==> src/rtl/tlmsc_cell.sv <==
module tlmsc_cell #(
    parameter int SAMPLE_BITS = 16
) (
    input  logic                        i_clk,
    input  logic                        i_shift,
    input  logic [3:0][SAMPLE_BITS-1:0] i_s,
    output logic [3:0][SAMPLE_BITS-1:0] o_s
);
    // one node's four scattered pulses, moved one place down the line per node
    logic [3:0][SAMPLE_BITS-1:0] r_s;

    always_ff @(posedge i_clk) begin
        if (i_shift) begin
            r_s <= i_s;
        end
    end

    assign o_s = r_s;

endmodule

==> config.mk <==
export PLATFORM = sky130hd
export DESIGN_NAME = tlmsc_cell
export DESIGN_NICKNAME = d
export VERILOG_FILES = /design/src/rtl/tlmsc_cell.sv
export SDC_FILE = /design/constraint.sdc
export NUM_CORES = 1
export LEC_CHECK = 0
export BUFFER_PORTS_ARGS = -buffer_cell sky130_fd_sc_hd__buf_2
export CORE_UTILIZATION = 35
export DETAILED_ROUTE_END_ITERATION = 10
export PLACE_DENSITY = 0.69
export RECOVER_POWER = 25
export SYNTH_ARGS = -nofsm -noshare
export SYNTH_HDL_FRONTEND = slang
export SYNTH_SLANG_ARGS = --single-unit
==> constraint.sdc <==
create_clock -name i_clk -period 0.8 [get_ports i_clk]
set_input_delay 0 -clock i_clk [delete_from_list [all_inputs] [get_ports i_clk]]
set_output_delay 0 -clock i_clk [all_outputs]
set_load 0.05 [all_outputs]
======== Word level (Yosys, flattened, before mapping) ========
Index checks and enable logic that the tools add are counted.
W data, S select, Z words.
storage, ports and cells
  input bits .............................. 66
  flip-flop bits (word level) ............. 64
  word-level logic and storage cells ...... 4

======== Longest topological paths before layout ========
  word-level depth ........................ 0
  gate-level depth with buffers ........... 0
  mapped depth without buffers ............ 0

======== Worst setup path after synthesis ========
OpenSTA, ideal clock, no wires.
  path kind ............................... register to output
  start ................................... reg r_s (netlist bit o_s[0])
  end ..................................... out o_s[0] (netlist name)
  path slack .............................. 0.199 ns
  arrival time ............................ 0.601 ns
  path buffers ............................ 0
  cell stages (with the launch flop) ...... 1
  path through ............................ edfxtp_1
RTL lines
  element                 line  source
  from (decl)             10    logic [3:0][SAMPLE_BITS-1:0] r_s;
  from (signal assigned)  14    r_s <= i_s;
  to (decl)               7     output logic [3:0][SAMPLE_BITS-1:0] o_s
No word-level cell between the ends.

======== Final worst setup path ========
  start ................................... reg r_s (netlist bit o_s[25])
  end ..................................... out o_s[25] (netlist name)
No word-level cell between the ends.

==> flow_summary.toml <==
[cells_and_area]
multi_input_gates = 0
seq_area_sq_mm = 0.00192
nFillCells = 304
syn_to_final_growth_pct = 104
design.final.nets = 336
drive_gt1_share_pct = 51.6
antenna_cells = 0
design_area_sq_mm = 0.00391
fin_util_pct = 75.2
largest_reg_flops = 64
multi_input_comb_area_sq_um = 0

[synthesis]
syn_avg_cell_area_sq_um = 30.0
yosys_warnings = 0
synth_compound_area_share_pct = 0
yosysTopAreaCellShare_pct = 100
synthesis.area_sq_mm = 0.00192
ys_types = 1
synthCells = 64
synth_fa_ha_area_share_pct = 0
syn_nets = 130
seq_area_frac_synth_pct = 100
synth_seq_cells = 64
muxShareOfSynthArea_pct = 0
yosys-top-cells-area = "edfxtp_1 (100%)"
synth_top_area_cell = "edfxtp_1"
synth-xor-area-share_pct = 0
yosys.area_share.simple_pct = 0

[clocking]
cts_num_sinks = 64
cts_root_buf = "clkbuf_8"
post-cts-setup-buffers = 0
cts_buffer_depth = 2
cts_buffers = 9
htreeDepth = 3
clk_pin_slew_ns = 0.07
cts_tree = "done"

[hold_path]
min_to = "o_s[48]$_DFFE_PP_"
min_path_type = "in2reg"
min_delay_path_depth = 2
min-delay-start = "i_shift"

[drt]
route.detailed.drc = 0
wl_per_cell_um = 15.5
wl_um = 5360
first_iter_violations = 55
dr.pass1.iters = 4
vias_per_cell = 4.21
num_vias = 1452
drtAntennaViolNets = 0

[sta]
hold_violations = 0
fin_hold_ws_ns = 0.314
timing.fmax_mhz = 1080
drv_slew = 0
slew_headroom_pct = 71.0
tightest_slew_ns = 0.435
rsz0062_at_grt = "true"
final-setup-viol-count = 64
finalSetupTns_ns = -5.30
post-route-period-util_pct = 116
fin_ws_ns = -0.129
period_minus_slack_ns = 0.929

[outcome]
outcome = "finished with violations"
violations = "setup timing"

[worst_setup_path]
crit_family = "flip-flops"
crit_required_ns = 0.80
cp_num_cells = 1
crit_chain = "buf_6"
cp.arrival_ns = 0.93
cp-end-kind = "primary output"
slowest_delay_ns = 0.42
crit_buf_inv = 1
worst_setup_path_start_kind = "register"
worst-path-max-fanout = 1
cp_slowest_cell = "edfxtp_1"
crit_type = "reg2out"

[run]
max_cap_viol_count = 0

[power_and_ir_drop]
power_mw = 8.99
ir_drop_uv = 1660
swShare_pct = 27.4
p_sw_mw = 2.47
combPwrFrac_pct = 21.8
seqPwrFrac_pct = 45.8
power_density_mw_per_mm2 = 2300
intPower_mw = 6.53
p_leak_nw = 1.65
clockPowerShare_pct = 32.4

[floorplan]
die_w_um = 76.1
start_util_pct = 36.9
io_pins = 130
coreArea_sq_mm = 0.00520
rows = 26
die_h_um = 76.1
dieArea_sq_mm = 0.00579

[grt]
overflow = 0
antenna_found_initial = 0
grt_max_degree = 33
grt_usage_pct = 19.7
grt_pass1_vias = 1585
grt_pass1_wl_um = 8110

[placement]
io_buffers = 129
dpl_cell_area_sq_mm = 0.00270
gp_congestion = 0.670
[logic make-up after synthesis]
kind of cell / count (synthesis)
DFF: 64
[layout by cell type, fill, tap and decap left out, drive strengths merged]
cell	instances
buf	128
edfxtp	64
clkbuf	15
clkinv	2
dlygate4sd3	64
bufinv	2
[power groups by stage]
stage	logic, mW	registers, mW	clock network, mW
floorplan	0	5.06	0
global placement	1.40	4.10	0
detailed placement	1.41	4.11	0
CTS	1.95	4.11	2.93
global route	2.02	4.14	3.10
finish	1.96	4.12	2.91
[through the flow]
stage | instances | setup WS [ns]
after floorplan | 64 | 0.199
after global placement | 265 | 0.136
after detailed placement | 265 | 0.127
after CTS | 345 | -0.130
after global routing | 345 | -0.157
final | 345 | -0.129
[cell type report]
class | count | share of cell area [%]
Sequential cell | 64 | 49.1
Tap cell | 70 | 2.24
Clock buffer | 12 | 3.45
Clock inverter | 4 | 1.76
Timing Repair Buffer | 195 | 43.4
[worst max path at each step]
stage,startpoint,to
6_report,o_s[25]$_DFFE_PP_,o_s[25]
5_1_grt,o_s[26]$_DFFE_PP_,o_s[26]
4_1_cts,o_s[18]$_DFFE_PP_,o_s[18]
3_5_place_dp,i_shift,o_s[44]$_DFFE_PP_
3_3_place_gp,i_shift,o_s[0]$_DFFE_PP_
2_1_floorplan,o_s[0]$_DFFE_PP_,o_s[0]
[synth_stat cells]
cell / instances
edfxtp_1: 64
[layer usage]
layer | up-vias | part of all wire [%] | track usage, %
met5 | - | 0 | 0
met4 | 0 | 2.8 | 10.2
met3 | 14 | 7.4 | 8.26
met2 | 83 | 54 | 34.6
met1 | 682 | 36 | 19.9
li1 | 673 | - | -
[timing repair]
action | CTS | global route
gates resized for setup | 128 | 0
hold endpoints to repair | 64 | 0
hold buffers | 64 | 0
pin swaps | 0 | 0
setup endpoints to repair | 64 | 64
Power figures use the tool's default switching activity.
